--- src/sv/gregorian_date_arithmetic_top_assert.svh ---
// Assertion macros shared by the date unit
`ifndef GREGORIAN_DATE_ARITHMETIC_TOP_ASSERT_SVH
`define GREGORIAN_DATE_ARITHMETIC_TOP_ASSERT_SVH

// Check a condition at every clock edge outside reset
`define GDA_ASSERT_HOLD(label, cond, msg) \
   label: assert property (@(posedge clock) disable iff (reset) (cond)) else $error(msg);

// Check that a trigger is followed by a condition in the next cycle
`define GDA_ASSERT_NEXT(label, trig, cond, msg) \
   label: assert property (@(posedge clock) disable iff (reset) (trig) |=> (cond)) \
      else $error(msg);

`endif

--- src/sv/gda_pkg.sv ---
package gda_pkg;

   typedef logic [1:0] req_code_type;

   localparam req_code_type REQ_TO_ORDINAL = 2'd0;
   localparam req_code_type REQ_TO_DATE    = 2'd1;
   localparam req_code_type REQ_DAYS_APART = 2'd2;

   localparam logic [11:0] BASE_YEAR         = 12'd1900;
   localparam logic [8:0]  COMMON_LEN        = 9'd365;
   localparam logic [8:0]  LEAP_LEN          = 9'd366;
   localparam logic [9:0]  LEAPS_BEFORE_BASE = 10'd460;
   localparam logic [20:0] DAYS_PER_YEAR     = 21'd365;

   localparam logic [8:0] DAYS_BEFORE_MONTH [12] = '{
      9'd0, 9'd31, 9'd59, 9'd90, 9'd120, 9'd151,
      9'd181, 9'd212, 9'd243, 9'd273, 9'd304, 9'd334
   };

   typedef struct packed {
      logic [3:0] month;
      logic [4:0] day;
      logic       bad;
   } date_split_type;

   // floor(x / 25) for x below 1024, by reciprocal multiplication
   function automatic logic [5:0] div25(input logic [9:0] x);
      logic [20:0] prod;
      prod = 21'(x) * 21'd1311;
      return prod[20:15];
   endfunction

   function automatic logic rem25_zero(input logic [9:0] x);
      logic [10:0] back;
      back = 11'(div25(x)) * 11'd25;
      return back == 11'(x);
   endfunction

   function automatic logic is_leap(input logic [11:0] y);
      logic c4;
      logic c100;
      logic c400;
      c4   = (y[1:0] == 2'b00);
      c100 = c4 && rem25_zero(y[11:2]);
      c400 = (y[3:0] == 4'd0) && rem25_zero({2'b00, y[11:4]});
      return (c4 && !c100) || c400;
   endfunction

   function automatic logic [3:0] clamp_month(input logic [3:0] m);
      logic [3:0] r;
      r = m;
      if (m == 4'd0) r = 4'd1;
      if (m > 4'd12) r = 4'd12;
      return r;
   endfunction

   // days before the first of month m (1..12), leap day included
   function automatic logic [8:0] month_start(input logic [3:0] m, input logic leap);
      logic [3:0] idx;
      logic [8:0] r;
      idx = m - 4'd1;
      r   = DAYS_BEFORE_MONTH[idx];
      if (m > 4'd2 && leap) r = r + 9'd1;
      return r;
   endfunction

endpackage

--- src/sv/gregorian_date_arithmetic_top.sv ---
// The input register takes a request on its transfer; the result register then takes
// its result, held back while rsp_stall holds a valid result, and drives rsp_valid.
// Throughput: one item per cycle unless rsp_stall holds a result; all date arithmetic
// sits in one combinational pass between the input register and the result register.
// Reset clears only the two valid flags; payload registers are not reset.
module gregorian_date_arithmetic_top
   import gda_pkg::*;
(
   input  logic        clock,
   input  logic        reset,
   input  logic        req_valid,
   output logic        req_stall,
   input  logic [1:0]  req_type,
   input  logic [3:0]  req_month_a,
   input  logic [4:0]  req_day_a,
   input  logic [11:0] req_year_a,
   input  logic [3:0]  req_month_b,
   input  logic [4:0]  req_day_b,
   input  logic [11:0] req_year_b,
   input  logic [8:0]  req_ordinal_in,
   output logic        rsp_valid,
   input  logic        rsp_stall,
   output logic [8:0]  rsp_ordinal_out,
   output logic [3:0]  rsp_month_out,
   output logic [4:0]  rsp_day_out,
   output logic [19:0] rsp_days_apart,
   output logic        rsp_bad_input
);

   logic         in_valid_ff, in_valid_in;
   req_code_type type_ff;
   logic [3:0]   month_a_ff, month_b_ff;
   logic [4:0]   day_a_ff, day_b_ff;
   logic [11:0]  year_a_ff, year_b_ff;
   logic [8:0]   ordinal_ff;

   logic         rsp_valid_ff, rsp_valid_in;
   logic [8:0]   ordinal_out_ff, ordinal_out_in;
   logic [3:0]   month_out_ff, month_out_in;
   logic [4:0]   day_out_ff, day_out_in;
   logic [19:0]  days_apart_ff, days_apart_in;
   logic         bad_input_ff, bad_input_in;

   logic         out_ready;
   logic         req_accept;
   logic         rsp_load;

   logic [8:0]   ord_a, ord_b;
   logic [20:0]  num_a, num_b, num_diff;
   date_split_type split;

   gda_date_count u_count_a (
      .month      (month_a_ff),
      .day        (day_a_ff),
      .year       (year_a_ff),
      .ordinal    (ord_a),
      .day_number (num_a)
   );

   gda_date_count u_count_b (
      .month      (month_b_ff),
      .day        (day_b_ff),
      .year       (year_b_ff),
      .ordinal    (ord_b),
      .day_number (num_b)
   );

   gda_ord_split u_split (
      .ordinal (ordinal_ff),
      .year    (year_a_ff),
      .split   (split)
   );

   assign out_ready  = !rsp_valid_ff || !rsp_stall;
   assign req_stall  = in_valid_ff && !out_ready;
   assign req_accept = req_valid && !req_stall;
   assign rsp_load   = in_valid_ff && out_ready;

   always_comb begin
      in_valid_in  = req_accept || (in_valid_ff && !out_ready);
      rsp_valid_in = out_ready ? in_valid_ff : rsp_valid_ff;
      num_diff     = (num_a > num_b) ? (num_a - num_b) : (num_b - num_a);
      ordinal_out_in = 9'd0;
      month_out_in   = 4'd0;
      day_out_in     = 5'd0;
      days_apart_in  = 20'd0;
      bad_input_in   = 1'b0;
      case (type_ff)
         REQ_TO_ORDINAL: ordinal_out_in = ord_a;
         REQ_TO_DATE: begin
            month_out_in = split.month;
            day_out_in   = split.day;
            bad_input_in = split.bad;
         end
         REQ_DAYS_APART: days_apart_in = num_diff[19:0];
         default: ;
      endcase
   end

   always_ff @(posedge clock) begin
      if (reset) begin
         in_valid_ff  <= 1'b0;
         rsp_valid_ff <= 1'b0;
      end else begin
         in_valid_ff  <= in_valid_in;
         rsp_valid_ff <= rsp_valid_in;
      end
   end

   always_ff @(posedge clock) begin
      if (req_accept) begin
         type_ff    <= req_type;
         month_a_ff <= req_month_a;
         day_a_ff   <= req_day_a;
         year_a_ff  <= req_year_a;
         month_b_ff <= req_month_b;
         day_b_ff   <= req_day_b;
         year_b_ff  <= req_year_b;
         ordinal_ff <= req_ordinal_in;
      end
      if (rsp_load) begin
         ordinal_out_ff <= ordinal_out_in;
         month_out_ff   <= month_out_in;
         day_out_ff     <= day_out_in;
         days_apart_ff  <= days_apart_in;
         bad_input_ff   <= bad_input_in;
      end
   end

   assign rsp_valid       = rsp_valid_ff;
   assign rsp_ordinal_out = ordinal_out_ff;
   assign rsp_month_out   = month_out_ff;
   assign rsp_day_out     = day_out_ff;
   assign rsp_days_apart  = days_apart_ff;
   assign rsp_bad_input   = bad_input_ff;

`include "gregorian_date_arithmetic_top_assert.svh"

   `GDA_ASSERT_NEXT(a_accept_fills, req_valid && !req_stall, in_valid_ff, "accepted item lost")
   `GDA_ASSERT_NEXT(a_advance_shows, in_valid_ff && out_ready, rsp_valid,
      "result not presented")
   `GDA_ASSERT_HOLD(a_bad_clears, !(rsp_valid && rsp_bad_input) || (rsp_month_out == 4'd0
      && rsp_day_out == 5'd0 && rsp_ordinal_out == 9'd0 && rsp_days_apart == 20'd0),
      "bad input with non-zero fields")
   `GDA_ASSERT_HOLD(a_month_day, !(rsp_valid && rsp_month_out != 4'd0)
      || (rsp_day_out != 5'd0 && rsp_month_out <= 4'd12), "month without valid day")

endmodule

--- src/sv/gda_date_count.sv ---
module gda_date_count
   import gda_pkg::*;
(
   input  logic [3:0]  month,
   input  logic [4:0]  day,
   input  logic [11:0] year,
   output logic [8:0]  ordinal,
   output logic [20:0] day_number
);

   logic        leap;
   logic [3:0]  mon;
   logic [11:0] prev;
   logic [11:0] years_since;
   logic [9:0]  leaps_to_prev;
   logic [20:0] start_days;

   always_comb begin
      leap          = is_leap(year);
      mon           = clamp_month(month);
      ordinal       = month_start(mon, leap) + 9'(day);
      prev          = year - 12'd1;
      years_since   = year - BASE_YEAR;
      leaps_to_prev = 10'(prev[11:2]) - 10'(div25(prev[11:2]))
                    + 10'(div25({2'b00, prev[11:4]}));
      if (year > BASE_YEAR) begin
         start_days = 21'(years_since) * DAYS_PER_YEAR + 21'(leaps_to_prev)
                    - 21'(LEAPS_BEFORE_BASE);
      end else begin
         start_days = 21'd0;
      end
      day_number = start_days + 21'(ordinal) - 21'd1;
   end

endmodule

--- src/sv/gda_ord_split.sv ---
module gda_ord_split
   import gda_pkg::*;
(
   input  logic [8:0]     ordinal,
   input  logic [11:0]    year,
   output date_split_type split
);

   logic       leap;
   logic [8:0] len;
   logic [3:0] mon;
   logic [8:0] start;
   logic [8:0] diff;

   always_comb begin
      leap = is_leap(year);
      len  = leap ? LEAP_LEN : COMMON_LEN;
      mon  = 4'd1;
      for (int m = 2; m <= 12; m++) begin
         if (month_start(4'(m), leap) < ordinal) mon = 4'(m);
      end
      start = month_start(mon, leap);
      diff  = ordinal - start;
      split.bad = (ordinal == 9'd0) || (ordinal > len);
      if (split.bad) begin
         split.month = 4'd0;
         split.day   = 5'd0;
      end else begin
         split.month = mon;
         split.day   = diff[4:0];
      end
   end

endmodule
--- config.mk ---
export PLATFORM = sky130hd
export DESIGN_NAME = gregorian_date_arithmetic_top
export DESIGN_NICKNAME = d
export VERILOG_FILES = /design/src/sv/gda_pkg.sv /design/src/sv/gregorian_date_arithmetic_top.sv /design/src/sv/gda_date_count.sv /design/src/sv/gda_ord_split.sv
export VERILOG_INCLUDE_DIRS = /design/src /design/src/sv
export SDC_FILE = /design/constraint.sdc
export NUM_CORES = 1
export LEC_CHECK = 0
export BUFFER_PORTS_ARGS = -buffer_cell sky130_fd_sc_hd__buf_2
export CAP_MARGIN = 10
export CORE_ASPECT_RATIO = 1.75
export CORE_MARGIN = 5
export CORE_UTILIZATION = 50
export CTS_CLUSTER_DIAMETER = 80
export DETAILED_ROUTE_END_ITERATION = 10
export GPL_TIMING_DRIVEN = 0
export PLACE_DENSITY = 0.7
export REMOVE_ABC_BUFFERS = 1
export SETUP_SLACK_MARGIN = 0.2
export SYNTH_ARGS = -nofsm -noshare
export SYNTH_HDL_FRONTEND = slang
export SYNTH_SLANG_ARGS = --single-unit
--- constraint.sdc ---
create_clock -name clock -period 19.55 [get_ports clock]
set_clock_uncertainty 0.15 [all_clocks]
set_input_delay 3.91 -clock clock [delete_from_list [all_inputs] [get_ports clock]]
set_output_delay 3.91 -clock clock [all_outputs]
set_load 0.02 [all_outputs]
==> results of run 1 <==
## cells in the mapped netlist, types with 25 or more instances
cell	count	area, um2
xnor2_1	204	1787
ha_1	747	9346
xor2_1	83	727.0
fa_1	258	5165
nand3_1	39	195.2
a21o_1	80	600.6
o21ai_0	75	375.4
edfxtp_1	92	2763
clkbuf_1	34	127.6
nand2_1	121	454.2
a21oi_1	149	745.7
nor2_1	153	574.3
o21bai_1	30	225.2
o21a_1	25	187.7
nand2b_1	25	156.4
nor2b_1	26	162.7
nor3_1	46	230.2
inv_1	722	2710
## metal layers
metal	GRT usage [%]	part of all wire, %	wire [um]
met5	0	0	0
met4	8.888	4.4	2821
met3	2.127	2.3	1513
met2	43.29	57	36890
met1	20.21	36	23400
## cell families after synthesis
kind of cell / synth area share, %
muxes: 0.8847
adders and majority gates: 49.40
DFF: 9.528
xor gates and xnor gates: 9.039
and+or+nand+nor: 9.162
buffers and inverters: 9.855
AOI/OAI and AO/OA: 12.13
## path summary, 6_finish.rpt
check                                            start                          endpoint
worst min-delay path            in_valid_ff$_SDFF_PP0_            rsp_valid$_SDFFE_PP0N_
worst max-delay path            year_a_ff[2]$_DFFE_PP_  rsp_days_apart[10]$_SDFFCE_PP0P_
worst max register to register  year_a_ff[2]$_DFFE_PP_  rsp_days_apart[10]$_SDFFCE_PP0P_
worst min register to register  in_valid_ff$_SDFF_PP0_            rsp_valid$_SDFFE_PP0N_
## timing repair
item	4_1_cts	5_1_grt
hold endpoints to repair	0	0
endpoints found under the setup margin	0	19
resized for setup	0	3
buffers inserted	0	13
## registers in the layout, indices dropped and copies added (netlist names), 5 cells and up
register	cells
year_b_ff	12
day_b_ff	5
day_a_ff	5
rsp_days_apart	20
rsp_ordinal_out	9
rsp_day_out	5
ordinal_ff	9
year_a_ff	12
## through the flow
step	setup slack, ns	hold WS [ns]	TNS, ns
floorplan	2.553	0.2940	0
global placement	-0.2067	0.3152	-0.6502
detailed placement	0.6419	0.3431	0
CTS	0.6116	0.3585	0
global route	0.2396	0.3992	0
finish	1.590	0.3500	0
## worst reg2reg max path: cells and delay by family (launching register included)
family | cells | cell delay [ns]
xor gates and xnor gates | 9 | 2.01
and+or+nand+nor | 13 | 2.38
muxes | 1 | 0.40
adders and majority gates | 15 | 6.19
buffers and inverters | 7 | 0.85
DFF | 1 | 0.54
AOI/OAI and AO/OA | 21 | 5.11
## area by class of cell
type / count / area [um2] / share of cell area (%)
timing repair buffer: 116 / 680.7 / 2.181
sequential: 94 / 2803 / 8.982
inverter: 724 / 2721 / 8.722
clock inverter: 6 / 53.80 / 0.1724
clock buffer: 9 / 225.2 / 0.7218
tap: 773 / 967.2 / 3.100
multi-input combinational: 2398 / 23750 / 76.12
==> impl_metrics.csv, run 1 <==
group,metric,value,unit
layout,design_area,31200,um2
logic_synthesis,ys_seq_area_share,9.528,%
place,placed_area,30800,um2
timing,timing_hold_violations_final,0,
timing,setup_violations,0,
floorplanning,fp-row-count,117,
global_routing,grt_overflow,0,
worst_setup_path,cp_num_buf_inv,7,
drt,num_vias,21995,
timing,worstMarginPinSlew,1.092,ns
global_routing,grtUsageTotal,20.73,%
place,dp_hpwl,56720,um
floorplanning,die_area,63970,um2
worst_setup_path,cpMaxStageDelayCell,"fa_1",
cts,insertion_delay,0.40,ns
drt,final_antenna_net_count,0,
floorplanning,start_util,50.49,%
layout,diodes,0,
layout,final_util,53.55,%
drt,drcViolationCount,0,
timing,fin_crit_sh,91.87,%
cts,cts_root_buf,"clkbuf_16",
min_path,hold_path_depth,2,
logic_synthesis,synth_area,29420,um2
layout,syn_to_final_growth,6.074,%
logic_synthesis,synth_flop_cell,"edfxtp_1",
floorplanning,design.core.area,58260,um2
drt,wl,64630,um
layout,fill_cells,5484,
worst_setup_path,crit_path_start_kind,"flop",
drt,wl_per_cell,15.69,um
logic_synthesis,ys_warn_count,0,
logic_synthesis,synth-edff-count,92,
drt,drt_iter0_markers,686,
global_routing,antenna_found_initial,0,
global_routing,grt_max_degree,28,
cts,htree_levels,3,
layout,nets,4405,
layout,mostFrequentLayoutCell,"ha_1",
worst_setup_path,crit_cells,66,
timing,slew_viol_final,0,
floorplanning,die_x,193.4,um
worst_setup_path,critPathTopFamily,"adder cells",
worst_setup_path,worst_ep_required_time,19.51,ns
cts,cts_tree,"yes",
timing,maxSlewHeadroom,26.65,%
cts,clk_path_buf_depth,2,
layout,layout-drive-gt1-share,5.468,%
layout,mostFrequentLayoutCells,"747 x ha_1, 721 x inv_1, 258 x fa_1",
global_routing,grt_pass1_wl,109300,um
worst_setup_path,ff2ff_path_depth,66,
logic_synthesis,avgSynthCellArea,9.020,um2
place,dp_cells,4091,
layout,final_cells,4120,
logic_synthesis,ys_types,93,
drt,routed_via_density,5.339,
place,portBuffers,97,
drt,drt_first_pass_iters,8,
logic_synthesis,ys_seq_elements,94,
worst_setup_path,slowest_delay,0.56,ns
floorplanning,ioPinCount,98,
run,maxCapViolCount,0,
worst_setup_path,critPathMaxFanout,18,
timing,fmax,55.68,MHz
worst_setup_path,critical_path_class,"reg2reg",
logic_synthesis,syn_inst,3261,
min_path,hp-class,"reg2reg",
cts,clock_sinks,94,
place,place.gp.congestion,0.8943,
global_routing,grt_pass1_vias,23289,
cts,cts_made_buffers,9,
timing,grt_setup_unrepaired,"no",
floorplanning,die_h,330.9,um
cts,clk_pin_slew,0.08,ns
worst_setup_path,rrSetupSlack,1.59,ns
outcome,run_status,"complete, no violations",
timing,min_period,17.96,ns
worst_setup_path,cp-end-kind,"flop",
cts,hold_buffers,0,
worst_setup_path,cp.arrival,17.92,ns
logic_synthesis,async_flop_share,0,%
Power of run 1 is not shown: default switching activity piles up to over one toggle a cycle in this logic, so the estimate is an artifact.
==> run 2: changes to the inputs <==
Settings changed: GPL_TIMING_DRIVEN 0 to default.
==> impl_metrics.csv, run 2 (same netlist as run 1, synthesis figures left out) <==
group,metric,value,unit
timing,setup_tns,0,ns
timing,timing_hold_violations_final,0,
worst_setup_path,cp.arrival,18.05,ns
timing,worstMarginPinSlew,1.115,ns
cts,insertion_delay,0.42,ns
drt,drt_iter0_markers,737,
floorplanning,die_area,63970,um2
worst_setup_path,slowest_delay,0.70,ns
cts,cts_setup_buffers,0,
floorplanning,ioPinCount,98,
layout,multiInputGateArea,23740,um2
worst_setup_path,reg2reg_from,"year_a_ff[2]$_DFFE_PP_",
drt,drt_first_pass_iters,5,
worst_setup_path,crit_path_start_kind,"flop",
floorplanning,start_util,50.49,%
layout,syn_to_final_growth,5.891,%
global_routing,grt_max_degree,54,
min_path,hp-class,"reg2reg",
drt,wl,67150,um
worst_setup_path,worst_ep_required_time,19.57,ns
timing,slew_viol_final,0,
worst_setup_path,critPathMaxFanout,20,
drt,drcViolationCount,0,
worst_setup_path,crit_start,"year_a_ff[2]$_DFFE_PP_",
global_routing,grtUsageTotal,21.32,%
cts,cts_root_buf,"clkbuf_16",
worst_setup_path,cpMaxStageDelayCell,"o21ai_2",
layout,final_cells,4123,
place,dp_hpwl,58400,um
layout,layout-drive-gt1-share,5.463,%
min_path,hold_start,"in_valid_ff$_SDFF_PP0_",
drt,wl_per_cell,16.29,um
timing,grt_setup_unrepaired,"no",
run,maxCapViolCount,0,
outcome,run_status,"complete, no violations",
worst_setup_path,cp-end-kind,"flop",
timing,fmax,55.46,MHz
floorplanning,fp-row-count,117,
layout,register_area,2803,um2
drt,routed_via_density,5.348,
global_routing,grt_pass1_wl,111800,um
layout,mostFrequentLayoutCell,"ha_1",
timing,setup_violations,0,
floorplanning,die_h,330.9,um
place,place.gp.congestion,0.8878,
timing,fin_crit_sh,92.22,%
worst_setup_path,worstReg2RegEnd,"rsp_days_apart[18]$_SDFFCE_PP0P_",
cts,hold_buffers,0,
cts,cts_tree,"yes",
global_routing,grt_pass1_vias,23408,
cts,clk_path_buf_depth,2,
worst_setup_path,rrSetupSlack,1.52,ns
timing,min_period,18.03,ns
floorplanning,design.core.area,58260,um2
layout,largest_reg_flops,20,
global_routing,antenna_found_initial,0,
cts,clk_pin_slew,0.11,ns
layout,nets,4407,
layout,fill_cells,5454,
floorplanning,die_x,193.4,um
timing,maxSlewHeadroom,24.96,%
global_routing,grt_overflow,0,
place,portBuffers,97,
worst_setup_path,ff2ff_path_depth,65,
worst_setup_path,crit_path_end,"rsp_days_apart[18]$_SDFFCE_PP0P_",
drt,final_antenna_net_count,0,
place,dp_cells,4107,
cts,cts_resized,0,
worst_setup_path,critical_path_class,"reg2reg",
layout,mostFrequentLayoutCells,"747 x ha_1, 722 x inv_1, 258 x fa_1",
drt,num_vias,22048,
cts,clock_sinks,94,
cts,htree_levels,3,
cts,cts_made_buffers,9,
layout,diodes,0,
[run 2: worst max-delay path: cells and delay by family, from the launching register on]
kind,cells,cell delay (ns)
adder cells (fa/ha/maj),15,6.30
flip-flops,1,0.66
AO/OA/AOI/OAI,21,4.97
XOR/XNOR,9,2.17
multiplexers,1,0.35
buffers and inverters,6,0.88
AND/OR/NAND/NOR,13,2.29
[run 2: metrics by stage]
| step | hold WS (ns) | worst slack [ns] | cell area, um2 | utilization, % |
|---|---|---|---|---|
| finish | 0.3478 | 1.520 | 31150 | 53.46 |
| global route | 0.3734 | 0.2764 | 31150 | 53.46 |
| global placement | 0.3310 | 1.982 | 30870 | 52.98 |
| detailed placement | 0.3375 | 1.587 | 30870 | 52.98 |
| CTS | 0.3531 | 1.547 | 31150 | 53.46 |
| floorplan | 0.2940 | 2.553 | 29230 | - |
[run 2: layout make-up]
| type | count | share of cell area, % |
|---|---|---|
| clock inverter | 7 | 0.1808 |
| clock buffer | 9 | 0.7230 |
| multi-input combinational | 2398 | 76.20 |
| timing repair buffer | 118 | 2.065 |
| tap | 773 | 3.105 |
| sequential | 94 | 8.998 |
| inverter | 724 | 8.725 |
[run 2: worst min-delay path by stage]
stage | to | slack (ns) | cells past startpoint
2_1_floorplan | rsp_valid$_SDFFE_PP0N_ | 0.29 | 2
3_5_place_dp | rsp_valid$_SDFFE_PP0N_ | 0.34 | 2
4_1_cts | rsp_valid$_SDFFE_PP0N_ | 0.35 | 2
6_report | rsp_valid$_SDFFE_PP0N_ | 0.35 | 2
3_3_place_gp | rsp_valid$_SDFFE_PP0N_ | 0.33 | 2
5_1_grt | rsp_valid$_SDFFE_PP0N_ | 0.37 | 2
[run 2: layer usage]
metal	part of all wire, %	routed length [um]	up-vias	track usage [%]
met5	0	0	-	0
met4	4.5	3002	0	9.304
met3	2.4	1623	145	2.290
met2	57	38060	370	44.22
met1	36	24470	10543	20.91
li1	-	-	10990	-
Power of run 2 is left out for the same reason.
==> run 3: changes to the inputs <==
Settings changed: PLACE_DENSITY 0.7 to 0.66.
==> impl_metrics.csv, run 3 (same netlist as run 1, synthesis figures left out) <==
group,metric,value,unit
drt,wl,66680,um
floorplanning,ioPinCount,98,
worst_setup_path,critical_path_class,"reg2reg",
global_routing,antenna_found_initial,0,
global_routing,grt_pass1_wl,111800,um
cts,cts_resized,0,
timing,timing_hold_violations_final,0,
global_routing,grt_pass1_vias,23289,
outcome,run_status,"complete, no violations",
drt,routed_via_density,5.308,
layout,diodes,0,
worst_setup_path,crit_cells,65,
layout,nets,4407,
drt,final_antenna_net_count,0,
place,dp_hpwl,58560,um
drt,drt_iter0_markers,602,
timing,grt_setup_unrepaired,"no",
drt,drt_first_pass_iters,5,
global_routing,grtUsageTotal,21.38,%
layout,layout-drive-gt1-share,5.464,%
timing,slew_viol_final,0,
worst_setup_path,cp.arrival,17.79,ns
min_path,hold_path_depth,2,
timing,fmax,56.26,MHz
worst_setup_path,critPathMaxFanout,20,
drt,drcViolationCount,0,
floorplanning,start_util,50.49,%
layout,syn_to_final_growth,5.883,%
drt,num_vias,21880,
cts,clk_path_buf_depth,2,
cts,cts_made_buffers,9,
cts,clk_pin_slew,0.08,ns
timing,worstMarginPinSlew,0.9885,ns
floorplanning,die_x,193.4,um
timing,fin_crit_sh,90.93,%
global_routing,grt_overflow,0,
cts,cts_tree,"yes",
cts,cts_root_buf,"clkbuf_16",
layout,mostFrequentLayoutCells,"747 x ha_1, 722 x inv_1, 258 x fa_1",
floorplanning,die_area,63970,um2
worst_setup_path,worst_ep_required_time,19.56,ns
cts,insertion_delay,0.41,ns
worst_setup_path,cp_num_buf_inv,7,
drt,wl_per_cell,16.18,um
run,maxCapViolCount,0,
worst_setup_path,cp-end-kind,"flop",
worst_setup_path,slowest_delay,0.55,ns
floorplanning,fp-row-count,117,
place,place.gp.congestion,0.8811,
floorplanning,design.core.area,58260,um2
cts,cts_setup_buffers,0,
timing,timing.hold.ws,0.3552,ns
layout,largest_reg_flops,20,
layout,fill_cells,5511,
layout,mostFrequentLayoutCell,"ha_1",
place,dp_cells,4107,
worst_setup_path,crit_path_start_kind,"flop",
timing,setup_violations,0,
timing,setup_tns,0,ns
worst_setup_path,critPathTopFamily,"adder cells",
cts,clock_sinks,94,
global_routing,grt_max_degree,54,
worst_setup_path,cpMaxStageDelayCell,"fa_1",
timing,min_period,17.78,ns
min_path,hp-class,"reg2reg",
cts,hold_buffers,0,
layout,final_cells,4122,
cts,htree_levels,3,
timing,maxSlewHeadroom,33.62,%
worst_setup_path,ff2ff_path_depth,65,
place,portBuffers,97,
floorplanning,die_h,330.9,um
run 3: area by class of cell:
type,count,area (um2),share of cell area [%]
clock inverter,6,53.80,0.1727
tap,773,967.2,3.105
multi-input combinational,2398,23740,76.21
clock buffer,9,225.2,0.7231
sequential,94,2803,8.999
timing repair buffer,118,643.1,2.065
inverter,724,2718,8.725
run 3: routing by layer:
layer	track usage, %	vias to the layer above	share of wire, %
met1	20.88	10514	36
met2	45.52	275	58
met3	1.944	107	1.9
met5	0	-	0
li1	-	10984	-
met4	7.717	0	3.6
run 3: stage by stage:
stage                     utilization, %  instance area [um2]  worst slack, ns
after floorplan                        -                29230            2.553
after global placement             52.98                30870            2.186
after detailed placement           52.98                30870            1.832
after CTS                          53.46                31150            1.807
after global routing               53.46                31150           0.4815
final                              53.46                31150            1.774
run 3: path summary, 6_finish.rpt:
check,from,endpoint,slack (ns)
max,year_a_ff[2]$_DFFE_PP_,rsp_days_apart[18]$_SDFFCE_PP0P_,1.77
min reg2reg,in_valid_ff$_SDFF_PP0_,rsp_valid$_SDFFE_PP0N_,0.36
max reg2reg,year_a_ff[2]$_DFFE_PP_,rsp_days_apart[18]$_SDFFCE_PP0P_,1.77
min,in_valid_ff$_SDFF_PP0_,rsp_valid$_SDFFE_PP0N_,0.36
run 3: worst min-delay path: stages, from the launching register on:
cell     delay, ns
dfxtp_1       0.35
a21oi_1       0.05
nor2_1        0.08
Power of run 3 is left out for the same reason.
